File: config.mk
export PLATFORM = sky130hd
export DESIGN_NAME = motion_vector_lsb_stego
export DESIGN_NICKNAME = d
export VERILOG_FILES = /design/src/hw/rtl/mvls_pkg.sv /design/src/hw/rtl/mvls_fifo.sv /design/src/hw/rtl/mvls_front.sv /design/src/hw/rtl/mvls_back.sv /design/src/hw/rtl/motion_vector_lsb_stego.sv
export SDC_FILE = /design/constraint.sdc
export NUM_CORES = 2
export LEC_CHECK = 0
export BUFFER_PORTS_ARGS = -buffer_cell sky130_fd_sc_hd__buf_2
export CAP_MARGIN = 20
export CORE_ASPECT_RATIO = 0.8
export CORE_UTILIZATION = 51
export DETAILED_ROUTE_END_ITERATION = 6
export MAX_ROUTING_LAYER = met4
export PLACE_DENSITY_LB_ADDON = 0.1
export SYNTH_ARGS = -nofsm -noshare
export SYNTH_HDL_FRONTEND = slang
export SYNTH_SLANG_ARGS = --single-unit
File: constraint.sdc
create_clock -name clk -period 14 [get_ports clk]
set_clock_uncertainty 0.05 [all_clocks]
set_input_delay 2.8 -clock clk [delete_from_list [all_inputs] [get_ports clk]]
set_output_delay 2.8 -clock clk [all_outputs]
set_load 0.005 [all_outputs]
File: src/hw/rtl/mvls_pkg.sv
// ----------------------------------------------------------------------------
// mvls_pkg: shared types and constants
// Item format between classifier and sequencer, register map, parity helpers.
// ----------------------------------------------------------------------------
`default_nettype none

package mvls_pkg;

  localparam int MV_W    = 16;
  localparam int CFG_IDX_W = 2;
  localparam int CFG_DAT_W = 32;

  // register map
  localparam logic [CFG_IDX_W-1:0] CFG_MODE   = 2'd0;
  localparam logic [CFG_IDX_W-1:0] CFG_DUMMY  = 2'd1;
  localparam logic [CFG_IDX_W-1:0] CFG_MIN_SQ = 2'd2;

  localparam logic [CFG_DAT_W-1:0] MIN_SQ_RESET = 32'd100;

  localparam logic MODE_EMBED   = 1'b0;
  localparam logic MODE_EXTRACT = 1'b1;

  typedef struct packed {
    logic signed [MV_W-1:0] mv_x;
    logic signed [MV_W-1:0] mv_y;
    logic                   accepted;
    logic                   found;
    logic                   extract;
  } mvls_item_t;

  typedef struct packed {
    logic signed [MV_W-1:0] v;
    logic                   nz;
  } mvls_emb_t;

  // true when |x| is strictly larger than |y|
  function automatic logic larger_x(logic signed [MV_W-1:0] x,
                                    logic signed [MV_W-1:0] y);
    logic [MV_W:0] ex;
    logic [MV_W:0] ey;
    logic [MV_W:0] mx;
    logic [MV_W:0] my;
    ex = {x[MV_W-1], x};
    ey = {y[MV_W-1], y};
    mx = ex[MV_W] ? (~ex + 1'b1) : ex;
    my = ey[MV_W] ? (~ey + 1'b1) : ey;
    return mx > my;
  endfunction

  // step toward zero so the parity (inverted when negative) carries bit_in
  function automatic mvls_emb_t embed_comp(logic signed [MV_W-1:0] v,
                                           logic bit_in, logic dummy);
    mvls_emb_t r;
    r.v = v;
    if (v != '0 && !dummy) begin
      if (!v[MV_W-1] && bit_in != v[0]) begin
        r.v = v - 16'sd1;
      end else if (v[MV_W-1] && bit_in == v[0]) begin
        r.v = v + 16'sd1;
      end
    end
    r.nz = (r.v != '0);
    return r;
  endfunction

endpackage

`default_nettype wire

File: src/hw/rtl/mvls_fifo.sv
// ----------------------------------------------------------------------------
// mvls_fifo: short item queue
// Decouples the classifier from the output sequencer; push and pop may share
// a cycle.
// ----------------------------------------------------------------------------
`default_nettype none

module mvls_fifo #(
  parameter int DEPTH = 2
) (
  input  wire                     clk,
  input  wire                     rst,
  input  wire                     push,
  input  mvls_pkg::mvls_item_t    push_item,
  output logic                    not_full,
  input  wire                     pop,
  output mvls_pkg::mvls_item_t    pop_item,
  output logic                    not_empty
);
  import mvls_pkg::*;

  localparam int PTR_W = $clog2(DEPTH);
  localparam int CNT_W = $clog2(DEPTH + 1);

  mvls_item_t         store [DEPTH];
  logic [PTR_W-1:0]   wr_ptr;
  logic [PTR_W-1:0]   rd_ptr;
  logic [CNT_W-1:0]   count;

  assign not_full  = (count != CNT_W'(DEPTH));
  assign not_empty = (count != '0);
  assign pop_item  = store[rd_ptr];

  always_ff @(posedge clk) begin
    if (push) begin
      store[wr_ptr] <= push_item;
    end
  end

  always_ff @(posedge clk) begin
    if (rst) begin
      wr_ptr <= '0;
      rd_ptr <= '0;
      count  <= '0;
    end else begin
      if (push) begin
        wr_ptr <= (wr_ptr == PTR_W'(DEPTH - 1)) ? '0 : wr_ptr + 1'b1;
      end
      if (pop) begin
        rd_ptr <= (rd_ptr == PTR_W'(DEPTH - 1)) ? '0 : rd_ptr + 1'b1;
      end
      if (push && !pop) begin
        count <= count + 1'b1;
      end else if (pop && !push) begin
        count <= count - 1'b1;
      end
    end
  end

endmodule

`default_nettype wire

File: src/hw/rtl/mvls_front.sv
// ----------------------------------------------------------------------------
// mvls_front: vector classifier
// Two-stage pipe: parity embedding, then squares and threshold checks; the
// finished item is pushed into the queue.
// ----------------------------------------------------------------------------
`default_nettype none

module mvls_front (
  input  wire                      clk,
  input  wire                      rst,
  input  wire                      in_valid,
  output logic                     in_ready,
  input  wire signed [15:0]        mv_x_in,
  input  wire signed [15:0]        mv_y_in,
  input  wire                      data_bit,
  input  wire                      have_data,
  input  wire                      mode,
  input  wire                      dummy_pass,
  input  wire [31:0]               min_magnitude_sq,
  output logic                     q_push,
  output mvls_pkg::mvls_item_t     q_item,
  input  wire                      q_not_full
);
  import mvls_pkg::*;

  // stage 1 combinational: first and second embedding pass
  logic                   sel0;
  logic signed [MV_W-1:0] c0;
  mvls_emb_t              e1;
  logic signed [MV_W-1:0] x1;
  logic signed [MV_W-1:0] y1;
  logic                   sel1;
  mvls_emb_t              e2;
  logic signed [MV_W-1:0] x2;
  logic signed [MV_W-1:0] y2;

  always_comb begin
    sel0 = larger_x(mv_x_in, mv_y_in);
    c0   = sel0 ? mv_x_in : mv_y_in;
    e1   = embed_comp(c0, data_bit, dummy_pass);
    x1   = sel0 ? e1.v : mv_x_in;
    y1   = sel0 ? mv_y_in : e1.v;
    sel1 = larger_x(x1, y1);
    e2   = embed_comp(sel1 ? x1 : y1, data_bit, dummy_pass);
    x2   = sel1 ? e2.v : x1;
    y2   = sel1 ? y1 : e2.v;
  end

  // stage 1 registers
  logic                   s1_valid;
  logic signed [MV_W-1:0] s1_x0;
  logic signed [MV_W-1:0] s1_y0;
  logic signed [MV_W-1:0] s1_xf;
  logic signed [MV_W-1:0] s1_yf;
  logic                   s1_have;
  logic                   s1_ok;
  logic                   s1_nz0;
  logic                   s1_found;
  logic                   s1_mode;

  // stage 2 registers
  logic                   s2_valid;
  logic signed [MV_W-1:0] s2_x0;
  logic signed [MV_W-1:0] s2_y0;
  logic signed [MV_W-1:0] s2_xf;
  logic signed [MV_W-1:0] s2_yf;
  logic [30:0]            s2_sqx0;
  logic [30:0]            s2_sqy0;
  logic [30:0]            s2_sqxf;
  logic [30:0]            s2_sqyf;
  logic                   s2_have;
  logic                   s2_ok;
  logic                   s2_nz0;
  logic                   s2_found;
  logic                   s2_mode;

  logic s1_ready;
  logic s2_ready;
  logic s1_load;
  logic s2_load;

  assign s2_ready = !s2_valid || q_not_full;
  assign s1_ready = !s1_valid || s2_ready;
  assign in_ready = s1_ready;
  assign s1_load  = in_valid && s1_ready;
  assign s2_load  = s1_valid && s2_ready;
  assign q_push   = s2_valid && q_not_full;

  // squares are at most 2^30, so the top product bit is always clear
  logic signed [31:0] p_x0;
  logic signed [31:0] p_y0;
  logic signed [31:0] p_xf;
  logic signed [31:0] p_yf;

  always_comb begin
    p_x0 = s1_x0 * s1_x0;
    p_y0 = s1_y0 * s1_y0;
    p_xf = s1_xf * s1_xf;
    p_yf = s1_yf * s1_yf;
  end

  always_ff @(posedge clk) begin
    if (s1_load) begin
      s1_x0    <= mv_x_in;
      s1_y0    <= mv_y_in;
      // second pass only runs when the first left a nonzero component
      s1_xf    <= e1.nz ? x2 : x1;
      s1_yf    <= e1.nz ? y2 : y1;
      s1_have  <= have_data;
      s1_ok    <= e1.nz && e2.nz;
      s1_nz0   <= (c0 != '0);
      s1_found <= c0[0] ^ c0[MV_W-1];
      s1_mode  <= mode;
    end
    if (s2_load) begin
      s2_x0    <= s1_x0;
      s2_y0    <= s1_y0;
      s2_xf    <= s1_xf;
      s2_yf    <= s1_yf;
      s2_sqx0  <= p_x0[30:0];
      s2_sqy0  <= p_y0[30:0];
      s2_sqxf  <= p_xf[30:0];
      s2_sqyf  <= p_yf[30:0];
      s2_have  <= s1_have;
      s2_ok    <= s1_ok;
      s2_nz0   <= s1_nz0;
      s2_found <= s1_found;
      s2_mode  <= s1_mode;
    end
  end

  always_ff @(posedge clk) begin
    if (rst) begin
      s1_valid <= 1'b0;
      s2_valid <= 1'b0;
    end else begin
      if (s1_ready) begin
        s1_valid <= in_valid;
      end
      if (s2_ready) begin
        s2_valid <= s1_valid;
      end
    end
  end

  // stage 2 combinational: threshold compares and classification
  logic [31:0] sum0;
  logic [31:0] sumf;
  logic        use0;
  logic        usef;
  logic        embed_on;

  always_comb begin
    sum0     = {1'b0, s2_sqx0} + {1'b0, s2_sqy0};
    sumf     = {1'b0, s2_sqxf} + {1'b0, s2_sqyf};
    use0     = (sum0 >= min_magnitude_sq);
    usef     = (sumf >= min_magnitude_sq);
    embed_on = s2_have && use0;
    q_item.extract = (s2_mode == MODE_EXTRACT);
    if (s2_mode == MODE_EXTRACT) begin
      q_item.mv_x     = s2_x0;
      q_item.mv_y     = s2_y0;
      q_item.accepted = use0 && s2_nz0;
      q_item.found    = use0 && s2_nz0 && s2_found;
    end else begin
      q_item.mv_x     = embed_on ? s2_xf : s2_x0;
      q_item.mv_y     = embed_on ? s2_yf : s2_y0;
      q_item.accepted = embed_on && s2_ok && usef;
      q_item.found    = 1'b0;
    end
  end

endmodule

`default_nettype wire

File: src/hw/rtl/mvls_back.sv
// ----------------------------------------------------------------------------
// mvls_back: bit sequencer and output register
// Packs extracted bits LSB first, counts accepted bits, holds the result
// until the receiver takes it.
// ----------------------------------------------------------------------------
`default_nettype none

module mvls_back (
  input  wire                      clk,
  input  wire                      rst,
  input  wire                      q_not_empty,
  input  mvls_pkg::mvls_item_t     q_item,
  output logic                     q_pop,
  output logic                     out_valid,
  input  wire                      out_ready,
  output logic signed [15:0]       mv_x_out,
  output logic signed [15:0]       mv_y_out,
  output logic                     bit_accepted,
  output logic                     found_bit,
  output logic                     byte_ready,
  output logic [7:0]               recovered_byte,
  output logic [31:0]              bits_done
);
  import mvls_pkg::*;

  logic [7:0]  byte_accumulator;
  logic [2:0]  bit_position;
  logic [31:0] processed_count;

  logic [7:0]  acc_next;
  logic [7:0]  byte_accumulator_next;
  logic [2:0]  bit_position_next;
  logic [31:0] processed_count_next;
  logic        ready_next;
  logic [7:0]  byte_next;

  assign q_pop = q_not_empty && (!out_valid || out_ready);

  always_comb begin
    acc_next              = byte_accumulator |
                            (8'(q_item.found) << bit_position);
    byte_accumulator_next = byte_accumulator;
    bit_position_next     = bit_position;
    processed_count_next  = processed_count;
    ready_next            = 1'b0;
    byte_next             = '0;
    if (q_item.accepted) begin
      bit_position_next    = bit_position + 1'b1;
      processed_count_next = processed_count + 1'b1;
      if (q_item.extract) begin
        // eighth bit closes the byte
        if (bit_position == 3'd7) begin
          ready_next            = 1'b1;
          byte_next             = acc_next;
          byte_accumulator_next = '0;
        end else begin
          byte_accumulator_next = acc_next;
        end
      end
    end
  end

  always_ff @(posedge clk) begin
    if (q_pop) begin
      mv_x_out       <= q_item.mv_x;
      mv_y_out       <= q_item.mv_y;
      bit_accepted   <= q_item.accepted;
      found_bit      <= q_item.found;
      byte_ready     <= ready_next;
      recovered_byte <= byte_next;
      bits_done      <= processed_count_next;
    end
  end

  always_ff @(posedge clk) begin
    if (rst) begin
      out_valid        <= 1'b0;
      byte_accumulator <= '0;
      bit_position     <= '0;
      processed_count  <= '0;
    end else begin
      if (q_pop) begin
        out_valid        <= 1'b1;
        byte_accumulator <= byte_accumulator_next;
        bit_position     <= bit_position_next;
        processed_count  <= processed_count_next;
      end else if (out_ready) begin
        out_valid <= 1'b0;
      end
    end
  end

endmodule

`default_nettype wire

File: src/hw/rtl/motion_vector_lsb_stego.sv
// ----------------------------------------------------------------------------
// motion_vector_lsb_stego: motion vector parity embed / extract
// Hides payload bits in, or recovers them from, motion vector pairs.
// ----------------------------------------------------------------------------
// Usage:
//   Input channel (in_valid/in_ready) takes one vector pair per transfer with
//   its payload bit; output channel (out_valid/out_ready) returns exactly one
//   result per input, in order. The config channel (cfg_valid/cfg_ready,
//   always ready) writes mode, dummy_pass and min_magnitude_sq; write it only
//   while no item is in flight.
//   Throughput: one item per cycle while the receiver takes results. A result
//   passes the first classifier stage (embedding), which loads on the input
//   transfer itself, then the second stage (16x16 squares feeding the
//   threshold compare), the queue and the output register.
//   When the receiver stalls, the result is held, the queue fills
//   (QUEUE_DEPTH entries) and then the classifier pipe backs up to in_ready.
//   Reset empties the pipe and queue, clears the byte accumulator, bit
//   position and bit count, and restores the registers (threshold 100).
// ----------------------------------------------------------------------------
`default_nettype none

module motion_vector_lsb_stego #(
  parameter int QUEUE_DEPTH = 2
) (
  input  wire                clk,
  input  wire                rst,
  input  wire                in_valid,
  output logic               in_ready,
  input  wire signed [15:0]  mv_x_in,
  input  wire signed [15:0]  mv_y_in,
  input  wire                data_bit,
  input  wire                have_data,
  output logic               out_valid,
  input  wire                out_ready,
  output logic signed [15:0] mv_x_out,
  output logic signed [15:0] mv_y_out,
  output logic               bit_accepted,
  output logic               found_bit,
  output logic               byte_ready,
  output logic [7:0]         recovered_byte,
  output logic [31:0]        bits_done,
  input  wire                cfg_valid,
  output logic               cfg_ready,
  input  wire [1:0]          cfg_index,
  input  wire [31:0]         cfg_data
);
  import mvls_pkg::*;

  logic        mode;
  logic        dummy_pass;
  logic [31:0] min_magnitude_sq;

  assign cfg_ready = 1'b1;

  always_ff @(posedge clk) begin
    if (rst) begin
      mode             <= MODE_EMBED;
      dummy_pass       <= 1'b0;
      min_magnitude_sq <= MIN_SQ_RESET;
    end else if (cfg_valid && cfg_ready) begin
      unique case (cfg_index)
        CFG_MODE:   mode             <= cfg_data[0];
        CFG_DUMMY:  dummy_pass       <= cfg_data[0];
        CFG_MIN_SQ: min_magnitude_sq <= cfg_data;
        default: begin
          // unmapped index: ignored
        end
      endcase
    end
  end

  mvls_item_t push_item;
  mvls_item_t pop_item;
  logic       push;
  logic       pop;
  logic       not_full;
  logic       not_empty;

  mvls_front u_front (
    .clk              (clk),
    .rst              (rst),
    .in_valid         (in_valid),
    .in_ready         (in_ready),
    .mv_x_in          (mv_x_in),
    .mv_y_in          (mv_y_in),
    .data_bit         (data_bit),
    .have_data        (have_data),
    .mode             (mode),
    .dummy_pass       (dummy_pass),
    .min_magnitude_sq (min_magnitude_sq),
    .q_push           (push),
    .q_item           (push_item),
    .q_not_full       (not_full)
  );

  mvls_fifo #(
    .DEPTH (QUEUE_DEPTH)
  ) u_fifo (
    .clk       (clk),
    .rst       (rst),
    .push      (push),
    .push_item (push_item),
    .not_full  (not_full),
    .pop       (pop),
    .pop_item  (pop_item),
    .not_empty (not_empty)
  );

  mvls_back u_back (
    .clk            (clk),
    .rst            (rst),
    .q_not_empty    (not_empty),
    .q_item         (pop_item),
    .q_pop          (pop),
    .out_valid      (out_valid),
    .out_ready      (out_ready),
    .mv_x_out       (mv_x_out),
    .mv_y_out       (mv_y_out),
    .bit_accepted   (bit_accepted),
    .found_bit      (found_bit),
    .byte_ready     (byte_ready),
    .recovered_byte (recovered_byte),
    .bits_done      (bits_done)
  );

endmodule

`default_nettype wire

==> results_dict.tcl <==
set metrics [dict create \
    synth.most_common_cell "inv_1" \
    row_count 111 \
    syn_area_um2 59500 \
    areaGrowthSynthToFinish_pct 7.88 \
    cts_resized 0 \
    slowest_stage "nor2_1" \
    synth_cells 5857 \
    fin_crit_ns 12.77 \
    endpoint "u_front.s1_ok$_DFFE_PP_" \
    yosysWarnings 0 \
    r2r_cells 24 \
    clk_pin_slew_worst_paths_ns 0.06 \
    start_kind "input port" \
    n_fill_cell 10100 \
    initial_core_util_pct 51.7 \
    die-height_um 307 \
    grt_usage_pct 27.6 \
    setup_viol 0 \
    period_share_pct 91.2 \
    dpl.hpwl_mm 122 \
    synth.area.top_cells "fa_1 31%, edfxtp_1 20%, ha_1 11%" \
    grt_max_degree 134 \
    grt_pass1_vias 41300 \
    post_drt_wl_per_cell_um 20.1 \
    cpMostUsedCell "and4_1" \
    required_ns 14.31 \
    wl_mm 152 \
    via_per_inst 5.29 \
    io_pins 151 \
    port_buffers 149 \
    ys.flop_type "edfxtp_1" \
    synth_common_cells "1288 x inv_1, 933 x fa_1, 500 x ha_1, 485 x nand2_1, 399 x edfxtp_1" \
    synth_edf_count 399 \
    synth.avg_cell_area_um2 10.2 \
    yosysSeqAreaShare_pct 23.0 \
    cpPeakStageDelay_ns 0.73 \
    cts_tree "yes" \
    clkSinkCount 484 \
    slew_headroom_pct 23.7 \
    worst_pin_slew_ns 1.13 \
    rsz0062_at_grt "no" \
    ctsHtreeMaxLevel 2 \
    die_w_um 384 \
    min_path_type "reg -> reg" \
    postCtsSetupBuffers 0 \
    antenna_found_initial 10 \
    r2r-start "u_front.s1_xf[4]$_DFFE_PP_" \
    critPathLaunch "mv_y_in[2]" \
    ff2ff_setup_slack_ns 5.67 \
    drv_cap 0 \
    slew_viol_final 0 \
    grt_pass1_wl_mm 241 \
    netlist.top_cell.by_area "fa_1" \
    r2r_end "u_front.s2_sqxf[30]$_DFFE_PP_" \
    crit_path_end_kind "flop" \
    clk_latency_ns 0.67 \
    max_freq_ghz 0.0783 \
    num_vias 40100 \
    root_buffer "clkbuf_16" \
    drive_above_1_share_pct 8.33 \
    worstPathArrival_ns 13.09 \
    finalSetupTns_ns 0 \
    drtAntennaViolNets 0 \
    dieArea_um2 118000 \
    coreArea_um2 115000 \
    setup_slack_ns 1.23 \
    ys_ff_latch 484 \
    worstPathMaxFanout 14 \
    outcome "complete, no violations" \
    cts_buffers 53 \
    synth_top_cell_area_share_pct 31.4 \
    critPathKind "in -> reg" \
    cts_hold_buf 0 \
    gp_congestion 0.921 \
    fin_util_pct 55.8 \
    firstDrtPassIters 5 \
    drt_iter0_markers 2518 \
    hold_viol 0 \
    insertedDiodeCount 0 \
    async_flop_share_pct 0 \
    clockBufferDepth 3 \
    route.detailed.drc 0 \
    nNetsFinal 7511 \
    dp_slack_ns 0.634 \
    post_synth_num_cell_types 104 \
    grt_overflow_total 0 \
]
[flip-flops by register name, indices dropped and copies added, names as in the netlist, 3 cells and up, named ones only]
register and cells:
u_front.s1_y0 16, u_front.s2_sqy0 30, u_back.byte_accumulator 8, u_back.mv_y_out 16, u_front.s1_xf 16, u_back.bit_position 3
u_front.s2_xf 15, u_front.s1_x0 16, u_front.s2_sqx0 30, u_front.s2_sqxf 30, u_front.s2_x0 15, min_magnitude_sq 32
u_back.bits_done 32, u_fifo.store 70, u_front.s2_y0 15, u_front.s2_yf 15, u_back.mv_x_out 16, u_back.recovered_byte 8
u_front.s2_sqyf 30, u_back.processed_count 32, u_front.s1_yf 16
[placed cells by master (no fill, tap or decap), types with 141 or more instances in the layout]
cell,synthesis,final
ha_1,500,500
xnor2_1,222,222
nand2_1,485,485
fa_1,933,933
and2_1,195,194
edfxtp_1,399,399
nor2_1,301,300
a21oi_1,201,201
xor2_1,141,141
buf_2,23,149
inv_1,1288,1288
[cells by family after synthesis]
family                     synth area share [%]
buffers and inverters                      9.44
and+or+nand+nor                            11.7
DFF                                        23.0
adders and majority gates                  41.9
muxes                                      2.38
other                                    0.0126
xor gates and xnor gates                   5.51
AOI/OAI and AO/OA                          6.00
[how the worst min path moves through the flow]
stage / slack (ns) / from / depth (start not counted) / end
floorplan: 0.35 / u_front.s1_found$_DFFE_PP_ / 0 / u_front.s2_found$_DFFE_PP_
global placement: 0.35 / u_front.s1_have$_DFFE_PP_ / 0 / u_front.s2_have$_DFFE_PP_
detailed placement: 0.36 / u_front.s1_have$_DFFE_PP_ / 0 / u_front.s2_have$_DFFE_PP_
CTS: 0.37 / u_front.s1_mode$_DFFE_PP_ / 0 / u_front.s2_mode$_DFFE_PP_
global route: 0.38 / u_front.s1_have$_DFFE_PP_ / 0 / u_front.s2_have$_DFFE_PP_
finish: 0.37 / u_front.s1_mode$_DFFE_PP_ / 0 / u_front.s2_mode$_DFFE_PP_
[final cells by class]
| class | count | area [um2] | share of cell area, % |
|---|---|---|---|
| clock inverters | 40 | 473 | 0.737 |
| multi-input cells | 3908 | 40200 | 62.7 |
| clock buffers | 59 | 1380 | 2.15 |
| flip-flops and latches | 484 | 13700 | 21.3 |
| inverters | 1293 | 4860 | 7.57 |
| repair buffers | 265 | 1650 | 2.57 |
| well taps | 1525 | 1910 | 2.97 |
[critical path: cells and delay by family]
family                   cells  cell delay [ns]
AND/OR/NAND/NOR             17             4.59
AO/OA/AOI/OAI               13             3.20
adder cells (fa/ha/maj)      4             1.04
XOR/XNOR                     3             0.63
buffers and inverters        3             0.50
multiplexers                 1             0.28
[routing by layer]
| layer | track usage (%) | up-vias | share of wire, % |
|---|---|---|---|
| li1 | - | 18800 | - |
| met1 | 39.8 | 20100 | 48 |
| met2 | 42.0 | 1020 | 45 |
| met3 | 3.30 | 166 | 5.4 |
| met4 | 5.73 | 0 | 2.1 |
| met5 | - | - | 0 |
[through the flow]
stage	std cells	cell area (um2)	hold slack [ns]
6_report	7574	64200	0.370
5_1_grt	7574	64200	0.378
4_1_cts	7573	64200	0.369
3_5_place_dp	7474	62300	0.355
3_3_place_gp	7473	62300	0.351
2_1_floorplan	5860	59500	0.350
Power is left out: the tool's default activity adds up to more than one toggle a clock period on the data nets, which glitch-free logic cannot reach.
